File: src/rtl/upcs_pkg.sv
// shared types, codes and helpers for the usb phy power and clock sequencer
// no dependencies
package upcs_pkg;

  localparam int NUM_PORTS = 3;
  localparam int PORT_W    = 2;
  localparam int TICK_W    = 16;

  typedef logic [NUM_PORTS-1:0] port_mask_t;
  typedef logic [PORT_W-1:0]    port_idx_t;
  typedef logic [TICK_W-1:0]    tick_cnt_t;

  localparam port_idx_t DUAL_ROLE_PORT   = 2'd2;
  localparam tick_cnt_t RESET_WAIT_TICKS = 16'd1000;

  typedef enum logic [1:0] {
    CMD_SET_MODE  = 2'd0,
    CMD_POWER_ON  = 2'd1,
    CMD_POWER_OFF = 2'd2,
    CMD_TICK      = 2'd3
  } cmd_t;

  typedef enum logic [1:0] {
    OUT_DONE    = 2'd0,
    OUT_WAIT    = 2'd1,
    OUT_TIMEOUT = 2'd2,
    OUT_BUSY    = 2'd3
  } outcome_t;

  typedef enum logic [2:0] {
    PH_IDLE = 3'b001,
    PH_LDO  = 3'b010,
    PH_PLL  = 3'b100
  } phase_t;

  typedef struct packed {
    cmd_t      command;
    port_idx_t port_index;
    logic      want_host;
    logic      ldo_ready;
    logic      pll_locked;
  } item_t;

  typedef struct packed {
    outcome_t   outcome;
    port_mask_t power_mask;
    port_idx_t  clock_source;
    logic       host_ctrl_on;
    logic       device_ctrl_on;
    logic       port2_host_selected;
    logic       suspend_resume_off;
  } result_t;

  // one-hot bit of a port, zero for an index past the last port
  function automatic port_mask_t port_bit(port_idx_t p);
    port_mask_t m;
    m = '0;
    for (int i = 0; i < NUM_PORTS; i++) begin
      if (p == PORT_W'(i)) begin
        m[i] = 1'b1;
      end
    end
    return m;
  endfunction

endpackage

File: src/rtl/usb_phy_power_clock_sequencer.sv
// usb phy power and clock sequencer
// input channel: in_valid / in_stall with command, port_index, want_host,
//   ldo_ready and pll_locked; one command or status tick per transaction
// output channel: out_valid / out_stall, one result transaction per input
//   transaction, in order, carrying outcome and the power, clock and
//   controller enable state after that transaction
// configuration: cfg_valid / cfg_ready write of lock_wait_ticks, the tick
//   budget for each status wait; cfg_ready is always high, write only idle
// data path: an accepted transaction sits in the input register, its result is
//   then loaded into the result register, where it waits until it is taken
// throughput: one transaction per cycle unless the receiver stalls; state update
//   and result are one combinational pass between input and result register
// when the receiver stalls the result holds and the input register still
//   takes one more transaction; after that in_stall rises
// reset: ports unpowered, device mode, clock source port 0, controllers off,
//   no power-up pending, lock_wait_ticks back to 1000, both registers empty
// depends on upcs_pkg, upcs_in_reg, upcs_core, upcs_out_reg
module usb_phy_power_clock_sequencer import upcs_pkg::*; (
  input  logic        clk,
  input  logic        rst,
  input  logic        in_valid,
  output logic        in_stall,
  input  logic [1:0]  command,
  input  logic [1:0]  port_index,
  input  logic        want_host,
  input  logic        ldo_ready,
  input  logic        pll_locked,
  output logic        out_valid,
  input  logic        out_stall,
  output logic [1:0]  outcome,
  output logic [NUM_PORTS-1:0] power_mask,
  output logic [1:0]  clock_source,
  output logic        host_ctrl_on,
  output logic        device_ctrl_on,
  output logic        port2_host_selected,
  output logic        suspend_resume_off,
  input  logic        cfg_valid,
  output logic        cfg_ready,
  input  logic [15:0] cfg_data
);

  item_t   in_item;
  item_t   hold_item;
  logic    hold_valid;
  logic    out_ready;
  logic    fire;
  result_t res;
  result_t res_q;

  assign in_item.command    = cmd_t'(command);
  assign in_item.port_index = port_index;
  assign in_item.want_host  = want_host;
  assign in_item.ldo_ready  = ldo_ready;
  assign in_item.pll_locked = pll_locked;

  assign cfg_ready = 1'b1;
  assign fire      = hold_valid && out_ready;

  upcs_in_reg u_in_reg (
    .clk        (clk),
    .rst        (rst),
    .in_valid   (in_valid),
    .in_item    (in_item),
    .in_stall   (in_stall),
    .take       (fire),
    .hold_valid (hold_valid),
    .hold_item  (hold_item)
  );

  upcs_core u_core (
    .clk      (clk),
    .rst      (rst),
    .cfg_we   (cfg_valid && cfg_ready),
    .cfg_data (cfg_data),
    .fire     (fire),
    .item     (hold_item),
    .res      (res)
  );

  upcs_out_reg u_out_reg (
    .clk       (clk),
    .rst       (rst),
    .fire      (fire),
    .res       (res),
    .out_stall (out_stall),
    .out_ready (out_ready),
    .out_valid (out_valid),
    .res_q     (res_q)
  );

  assign outcome             = res_q.outcome;
  assign power_mask          = res_q.power_mask;
  assign clock_source        = res_q.clock_source;
  assign host_ctrl_on        = res_q.host_ctrl_on;
  assign device_ctrl_on      = res_q.device_ctrl_on;
  assign port2_host_selected = res_q.port2_host_selected;
  assign suspend_resume_off  = res_q.suspend_resume_off;

endmodule

File: src/rtl/upcs_in_reg.sv
// input register stage of the sequencer: holds one accepted transaction
// depends on upcs_pkg
module upcs_in_reg import upcs_pkg::*; (
  input  logic  clk,
  input  logic  rst,
  input  logic  in_valid,
  input  item_t in_item,
  output logic  in_stall,
  input  logic  take,
  output logic  hold_valid,
  output item_t hold_item
);

  logic full;
  logic full_next;
  logic load;

  assign in_stall   = full && !take;
  assign load       = in_valid && !in_stall;
  assign hold_valid = full;

  always_comb begin
    full_next = full;
    if (load) begin
      full_next = 1'b1;
    end else if (take) begin
      full_next = 1'b0;
    end
  end

  always_ff @(posedge clk) begin
    if (rst) begin
      full <= 1'b0;
    end else begin
      full <= full_next;
    end
  end

  always_ff @(posedge clk) begin
    if (load) begin
      hold_item <= in_item;
    end
  end

endmodule

File: src/rtl/upcs_core.sv
// sequencer state and next-state logic: power, mode, clock owner, wait timer
// depends on upcs_pkg
module upcs_core import upcs_pkg::*; (
  input  logic      clk,
  input  logic      rst,
  input  logic      cfg_we,
  input  tick_cnt_t cfg_data,
  input  logic      fire,
  input  item_t     item,
  output result_t   res
);

  tick_cnt_t  wait_cfg;
  port_mask_t powered, powered_next;
  port_mask_t host_role, host_role_next;
  port_idx_t  owner, owner_next;
  logic       host_en, host_en_next;
  logic       dev_en, dev_en_next;
  logic       dual_sel, dual_sel_next;
  logic       susp_dis, susp_dis_next;
  phase_t     phase, phase_next;
  port_idx_t  pending, pending_next;
  tick_cnt_t  ticks_left, ticks_left_next;

  tick_cnt_t  budget;
  logic       down_req;
  logic       up_req;
  port_idx_t  act_port;
  logic       owner_ok;
  logic       dual_dev;
  port_mask_t cand;
  logic       found;
  port_idx_t  pick;
  outcome_t   outcome;
  logic       ok;

  assign budget = (wait_cfg == '0) ? tick_cnt_t'(1) : wait_cfg;

  always_comb begin
    powered_next    = powered;
    host_role_next  = host_role;
    owner_next      = owner;
    host_en_next    = host_en;
    dev_en_next     = dev_en;
    dual_sel_next   = dual_sel;
    susp_dis_next   = susp_dis;
    phase_next      = phase;
    pending_next    = pending;
    ticks_left_next = ticks_left;
    outcome         = OUT_DONE;
    down_req        = 1'b0;
    up_req          = 1'b0;
    act_port        = item.port_index;
    ok              = (phase == PH_LDO) ? item.ldo_ready : item.pll_locked;

    if (item.command == CMD_TICK) begin
      if (phase != PH_IDLE) begin
        act_port = pending;
        if (ok) begin
          if (phase == PH_LDO) begin
            phase_next      = PH_PLL;
            ticks_left_next = budget;
            outcome         = OUT_WAIT;
          end else begin
            phase_next = PH_IDLE;
            up_req     = 1'b1;
          end
        end else if (ticks_left <= tick_cnt_t'(1)) begin
          phase_next      = PH_IDLE;
          ticks_left_next = '0;
          down_req        = 1'b1;
          outcome         = OUT_TIMEOUT;
        end else begin
          ticks_left_next = ticks_left - tick_cnt_t'(1);
          outcome         = OUT_WAIT;
        end
      end
    end else if (phase != PH_IDLE) begin
      outcome = OUT_BUSY;
    end else if (item.port_index < PORT_W'(NUM_PORTS)) begin
      unique case (item.command)
        CMD_SET_MODE: begin
          if (item.want_host) begin
            host_role_next = host_role | port_bit(item.port_index);
          end else begin
            host_role_next = host_role & ~port_bit(item.port_index);
          end
          if (item.port_index == DUAL_ROLE_PORT) begin
            if (item.want_host) begin
              dual_sel_next = 1'b1;
            end else begin
              susp_dis_next = 1'b1;
            end
          end
        end
        CMD_POWER_ON: begin
          phase_next      = PH_LDO;
          pending_next    = item.port_index;
          ticks_left_next = budget;
          outcome         = OUT_WAIT;
        end
        CMD_POWER_OFF: begin
          down_req = 1'b1;
        end
        default: begin
        end
      endcase
    end

    // dual-role port in device mode sets the device controller, not the owner
    dual_dev = (act_port == DUAL_ROLE_PORT) && ((host_role_next & port_bit(act_port)) == '0);

    if (down_req) begin
      powered_next = powered_next & ~port_bit(act_port);
    end else if (up_req) begin
      powered_next = powered_next | port_bit(act_port);
    end

    owner_ok = (owner < PORT_W'(NUM_PORTS)) && ((powered_next & port_bit(owner)) != '0);

    // when the owner goes down, the lowest powered host-mode port takes the clock
    cand  = powered_next & host_role_next;
    found = 1'b0;
    pick  = '0;
    for (int i = NUM_PORTS - 1; i >= 0; i--) begin
      if (cand[i]) begin
        found = 1'b1;
        pick  = PORT_W'(i);
      end
    end

    if (down_req) begin
      if (dual_dev) begin
        dev_en_next = 1'b0;
      end else if (!found) begin
        host_en_next = 1'b0;
      end else if (owner == act_port || !owner_ok) begin
        owner_next = pick;
      end
    end else if (up_req) begin
      if (dual_dev) begin
        dev_en_next = 1'b1;
      end else if (!owner_ok) begin
        owner_next = act_port;
      end
      host_en_next = 1'b1;
    end

    res.outcome             = outcome;
    res.power_mask          = powered_next
                              | ((phase_next != PH_IDLE) ? port_bit(pending_next) : '0);
    res.clock_source        = owner_next;
    res.host_ctrl_on        = host_en_next;
    res.device_ctrl_on      = dev_en_next;
    res.port2_host_selected = dual_sel_next;
    res.suspend_resume_off  = susp_dis_next;
  end

  always_ff @(posedge clk) begin
    if (rst) begin
      wait_cfg <= RESET_WAIT_TICKS;
    end else if (cfg_we) begin
      wait_cfg <= cfg_data;
    end
  end

  always_ff @(posedge clk) begin
    if (rst) begin
      powered    <= '0;
      host_role  <= '0;
      owner      <= '0;
      host_en    <= 1'b0;
      dev_en     <= 1'b0;
      dual_sel   <= 1'b0;
      susp_dis   <= 1'b0;
      phase      <= PH_IDLE;
      pending    <= '0;
      ticks_left <= '0;
    end else if (fire) begin
      powered    <= powered_next;
      host_role  <= host_role_next;
      owner      <= owner_next;
      host_en    <= host_en_next;
      dev_en     <= dev_en_next;
      dual_sel   <= dual_sel_next;
      susp_dis   <= susp_dis_next;
      phase      <= phase_next;
      pending    <= pending_next;
      ticks_left <= ticks_left_next;
    end
  end

endmodule

File: src/rtl/upcs_out_reg.sv
// result register of the sequencer with valid flag and downstream stall
// depends on upcs_pkg
module upcs_out_reg import upcs_pkg::*; (
  input  logic    clk,
  input  logic    rst,
  input  logic    fire,
  input  result_t res,
  input  logic    out_stall,
  output logic    out_ready,
  output logic    out_valid,
  output result_t res_q
);

  logic valid;

  assign out_ready = !valid || !out_stall;
  assign out_valid = valid;

  always_ff @(posedge clk) begin
    if (rst) begin
      valid <= 1'b0;
    end else if (out_ready) begin
      valid <= fire;
    end
  end

  always_ff @(posedge clk) begin
    if (fire) begin
      res_q <= res;
    end
  end

endmodule

File: config.mk
export PLATFORM = sky130hd
export DESIGN_NAME = usb_phy_power_clock_sequencer
export DESIGN_NICKNAME = d
export VERILOG_FILES = /design/src/rtl/upcs_pkg.sv /design/src/rtl/usb_phy_power_clock_sequencer.sv /design/src/rtl/upcs_in_reg.sv /design/src/rtl/upcs_core.sv /design/src/rtl/upcs_out_reg.sv
export SDC_FILE = /design/constraint.sdc
export NUM_CORES = 1
export LEC_CHECK = 0
export BUFFER_PORTS_ARGS = -buffer_cell sky130_fd_sc_hd__buf_2
export CAP_MARGIN = 25
export CORE_ASPECT_RATIO = 1.5
export CORE_MARGIN = 2
export CORE_UTILIZATION = 40
export DETAILED_ROUTE_END_ITERATION = 8
export PLACE_DENSITY = 0.63
export SLEW_MARGIN = 20
export SYNTH_ARGS = -nofsm -noshare
export SYNTH_HDL_FRONTEND = slang
export SYNTH_HIERARCHICAL = 1
export SYNTH_SLANG_ARGS = --single-unit
File: constraint.sdc
create_clock -name clk -period 3.1 [get_ports clk]
set_input_delay 0.31 -clock clk [delete_from_list [all_inputs] [get_ports clk]]
set_output_delay 0.31 -clock clk [all_outputs]
set_load 0.02 [all_outputs]
==> results.sh <==
export IMPL_global_route_wire_length_before_repair_um=15300
export IMPL_clock_latency_ns=0.34
export IMPL_syn_inst=438
export IMPL_post_synth_fa_ha_maj_area_fraction_pct=0.662
export IMPL_cts_tree="yes"
export IMPL_largest_family_of_logic_cells_by_synthesized_area="simple AND/OR/NAND/NOR gates"
export IMPL_io_pin_count=42
export IMPL_compound_gate_fraction_of_synth_area_pct=22.7
export IMPL_post_synthesis_share_of_cell_area_spent_on_xor_and_xnor_gates_pct=0.695
export IMPL_grt_setup_unrepaired="false"
export IMPL_drt_pass1_iterations=5
export IMPL_critical_path_max_stage_delay_ns=0.44
export IMPL_place_congestion=0.899
export IMPL_postCtsSetupBuffers=0
export IMPL_result_of_the_run="finished, final reports clean"
export IMPL_synth_warnings=6
export IMPL_core_area_mm2=0.00920
export IMPL_routed_wl_um=9320
export IMPL_drc_errors=0
export IMPL_crit_fanout=6
export IMPL_sw_frac_of_total_pct=28.3
export IMPL_final_hold_violation_count=0
export IMPL_synth_simple_gate_area_share_pct=23.9
export IMPL_share_of_cell_area_taken_by_muxes_after_synthesis_pct=5.82
export IMPL_fp_row_count=43
export IMPL_gr_usage_all_layers_pct=18.9
export IMPL_async_flop_share_pct=0
export IMPL_diodes=0
export IMPL_timing_max_transition_violations_final=0
export IMPL_syn_cell_area_mm2=0.00378
export IMPL_power_density_mw_per_mm2=595
export IMPL_via_count_of_the_first_global_routing_pass=3279
export IMPL_final_period_utilization_pct=90.2
export IMPL_antenna_found_initial=0
export IMPL_layout_common_cells="sky130_fd_sc_hd__nor2_1, sky130_fd_sc_hd__dfxtp_1, sky130_fd_sc_hd__nand2_1, sky130_fd_sc_hd__buf_2, sky130_fd_sc_hd__o21ai_0"
export IMPL_design_area_mm2=0.00434
export IMPL_layout_commonest_cell="sky130_fd_sc_hd__nor2_1"
export IMPL_grt_ovfl_total=0
export IMPL_synth_avg_cell_area_um2=8.63
export IMPL_cts_hold_buf=0
export IMPL_cellInternalPower_uw=1850
export IMPL_arrival_ns=2.89
export IMPL_critPathSlowestCell="sky130_fd_sc_hd__dfxtp_1"
export IMPL_timing_max_cap_violations=0
export IMPL_finalNetCount=496
export IMPL_postRouteAntennaNets=0
export IMPL_worstMarginPinSlew_ns=0.741
export IMPL_timing_critical_path_required_ns=3.19
export IMPL_total_switching_power_uw=732
export IMPL_worstPathBufferInverterCount=0
export IMPL_max_freq_mhz=358
export IMPL_relSlewSlack_pct=50.6
export IMPL_die_x_um=83.4
export IMPL_starting_utilization_of_the_core_area_pct=41.1
export IMPL_layout_cells_sized_above_1_pct=16.6
export IMPL_hold_path_class="in2reg"
export IMPL_leakage_power_total_uw=0.00173
export IMPL_route_detailed_wl_per_inst_um=16.0
export IMPL_num_vias=3356
export IMPL_cts_sink_count=69
export IMPL_sequentialPowerShare_pct=40.2
export IMPL_routed_via_density=5.76
export IMPL_numPortBuffers=40
export IMPL_cp_end_kind="register"
export IMPL_area_growth_pct=14.9
export IMPL_cts_htree_levels=3
export IMPL_post_dp_hpwl_um=6550
export IMPL_ir_worst_vdd_v=0.000328
export IMPL_cts_reportedPaths_clkPinSlew_ns=0.06
export IMPL_yosys_register_bits=69
export IMPL_cts_max_path_buffers=2
export IMPL_die_height_um=123
export IMPL_worstSetupPathType="reg2reg"
export IMPL_drt_iter0_markers=194
export IMPL_power_frac_comb_pct=17.5
export IMPL_ys_seq_area_share_pct=41.3
export IMPL_dieArea_mm2=0.0103
export IMPL_final_setup_skew_ns=0.00634
export IMPL_cell_chain_critical_path="nor3b_1 -> mux2i_1 -> and2_1 -> a21boi_2 -> o21ai_0 -> o221a_2 -> o211a_1 -> nor2_1"
export IMPL_power_clock_fraction_pct=42.3
export IMPL_synthesis_nets=468
export IMPL_postSynth_topFlopCell="sky130_fd_sc_hd__dfxtp_1"
export IMPL_tritoncts_num_buffers=9
export IMPL_placement_cell_area_mm2=0.00403
export IMPL_clock_tree_root_cell="sky130_fd_sc_hd__clkbuf_16"
export IMPL_setup_total_negative_slack_ns=0
export IMPL_yosys_cell_types_count=63
export IMPL_setup_viol=0
export IMPL_edff_count_synth=18
export IMPL_crit_family="compound AO/OA/AOI/OAI gates"
export IMPL_largest_net_degree_at_the_start_of_global_routing=38
export IMPL_post_cts_resized=0
export IMPL_period_minus_slack_ns=2.80
export IMPL_worstSetupStartpointType="register"
## per-layer routing
layer | global-route usage, % | wire length [µm] | part of all wire, % | vias up
met3 | 4.94 | 404 | 4.3 | 46
li1 | - | - | - | 1656
met4 | 14.1 | 567 | 6.1 | 0
met2 | 32.6 | 4590 | 49 | 110
met5 | 0 | 0 | 0 | -
met1 | 19.6 | 3750 | 40 | 1544
## synth_stat cells (2+ instances only)
| library cell | count | area (µm²) |
|---|---|---|
| sky130_fd_sc_hd__o211ai_1 | 2 | 15.0 |
| sky130_fd_sc_hd__o221a_2 | 3 | 33.8 |
| sky130_fd_sc_hd__nor4_1 | 8 | 50.1 |
| sky130_fd_sc_hd__mux2i_1 | 22 | 220 |
| sky130_fd_sc_hd__or3_1 | 2 | 12.5 |
| sky130_fd_sc_hd__nand2_1 | 42 | 158 |
| sky130_fd_sc_hd__xnor2_1 | 2 | 17.5 |
| sky130_fd_sc_hd__nor3b_1 | 2 | 15.0 |
| sky130_fd_sc_hd__nand2b_1 | 4 | 25.0 |
| sky130_fd_sc_hd__a21oi_1 | 25 | 125 |
| sky130_fd_sc_hd__a22o_1 | 4 | 35.0 |
| sky130_fd_sc_hd__a211oi_1 | 5 | 37.5 |
| sky130_fd_sc_hd__o21a_1 | 4 | 30.0 |
| sky130_fd_sc_hd__inv_1 | 10 | 37.5 |
| sky130_fd_sc_hd__nor2_1 | 61 | 229 |
| sky130_fd_sc_hd__nand3_1 | 11 | 55.1 |
| sky130_fd_sc_hd__a32o_1 | 3 | 30.0 |
| sky130_fd_sc_hd__nand4_1 | 3 | 18.8 |
| sky130_fd_sc_hd__a22oi_1 | 14 | 105 |
| sky130_fd_sc_hd__nor2b_1 | 14 | 87.6 |
| sky130_fd_sc_hd__buf_2 | 4 | 20.0 |
| sky130_fd_sc_hd__o31ai_1 | 6 | 45.0 |
| sky130_fd_sc_hd__clkbuf_1 | 18 | 67.6 |
| sky130_fd_sc_hd__nor4_2 | 3 | 37.5 |
| sky130_fd_sc_hd__a211o_1 | 8 | 70.1 |
| sky130_fd_sc_hd__nor3_1 | 15 | 75.1 |
| sky130_fd_sc_hd__o211a_1 | 2 | 20.0 |
| sky130_fd_sc_hd__o221ai_1 | 2 | 17.5 |
| sky130_fd_sc_hd__ha_1 | 2 | 25.0 |
| sky130_fd_sc_hd__dfxtp_1 | 51 | 1020 |
| sky130_fd_sc_hd__edfxtp_1 | 18 | 541 |
| sky130_fd_sc_hd__a21o_1 | 3 | 22.5 |
| sky130_fd_sc_hd__and2_1 | 5 | 31.3 |
| sky130_fd_sc_hd__buf_4 | 5 | 37.5 |
| sky130_fd_sc_hd__o21ai_0 | 26 | 130 |
| sky130_fd_sc_hd__a31oi_1 | 2 | 12.5 |
## cell families after synthesis
| family | Yosys count |
|---|---|
| AO/OA/AOI/OAI | 120 |
| other | 1 |
| flip-flops | 69 |
| adder cells (fa/ha/maj) | 2 |
| AND/OR/NAND/NOR | 181 |
| multiplexers | 22 |
| buffers and inverters | 40 |
| XOR/XNOR | 3 |
## flip-flops by register name, summed over array words and instances (netlist names), 2 cells and up
signal,flops
u_core/host_role,3
u_core/owner,2
u_core/pending,2
u_core/phase,3
u_core/powered,3
u_core/ticks_left,16
u_core/wait_cfg,16
u_in_reg/hold_item,7
u_out_reg/res_q,11
## path summary, 6_finish.rpt
check                           cells after the start               endpoint       startpoint  slack, ns
worst min-delay path                                1  u_in_reg/hold_item[2]        want_host       0.15
worst max-delay path                                8     u_out_reg/res_q[5]  u_core/phase[1]       0.30
worst max register to register                      8     u_out_reg/res_q[5]  u_core/phase[1]       0.30
worst min register to register                      2        u_core/dual_sel  u_core/dual_sel       0.46
## per-stage QoR
| step | hold WS [ns] | utilization [%] | total power, µW | setup slack (ns) | instances |
|---|---|---|---|---|---|
| 2_1_floorplan | 0.382 | - | 1390 | 0.585 | 438 |
| 3_3_place_gp | 0.443 | 43.8 | 1490 | 0.441 | 567 |
| 3_5_place_dp | 0.450 | 43.8 | 1500 | 0.420 | 567 |
| 4_1_cts | 0.134 | 47.2 | 2610 | 0.371 | 583 |
| 5_1_grt | 0.138 | 47.2 | 2700 | 0.188 | 583 |
| 6_report | 0.148 | 47.2 | 2590 | 0.304 | 583 |
## power by group through the flow
stage          Clock, µW  Combinational, µW  Sequential (µW)
6_report            1090                452             1040
5_1_grt             1150                502             1050
4_1_cts             1120                449             1040
3_5_place_dp           0                446             1060
3_3_place_gp           0                438             1050
2_1_floorplan          0                339             1050
## layout make-up
| type | count | area, µm² |
|---|---|---|
| Fill cell | 895 | 4860 |
| Multi-Input combinational cell | 329 | 2040 |
| Sequential cell | 69 | 1560 |
| Timing Repair Buffer | 47 | 253 |
| Clock buffer | 9 | 225 |
| Tap cell | 112 | 140 |
| Clock inverter | 7 | 90.1 |
| Inverter | 10 | 37.5 |
(Power assumes the default switching activity.)
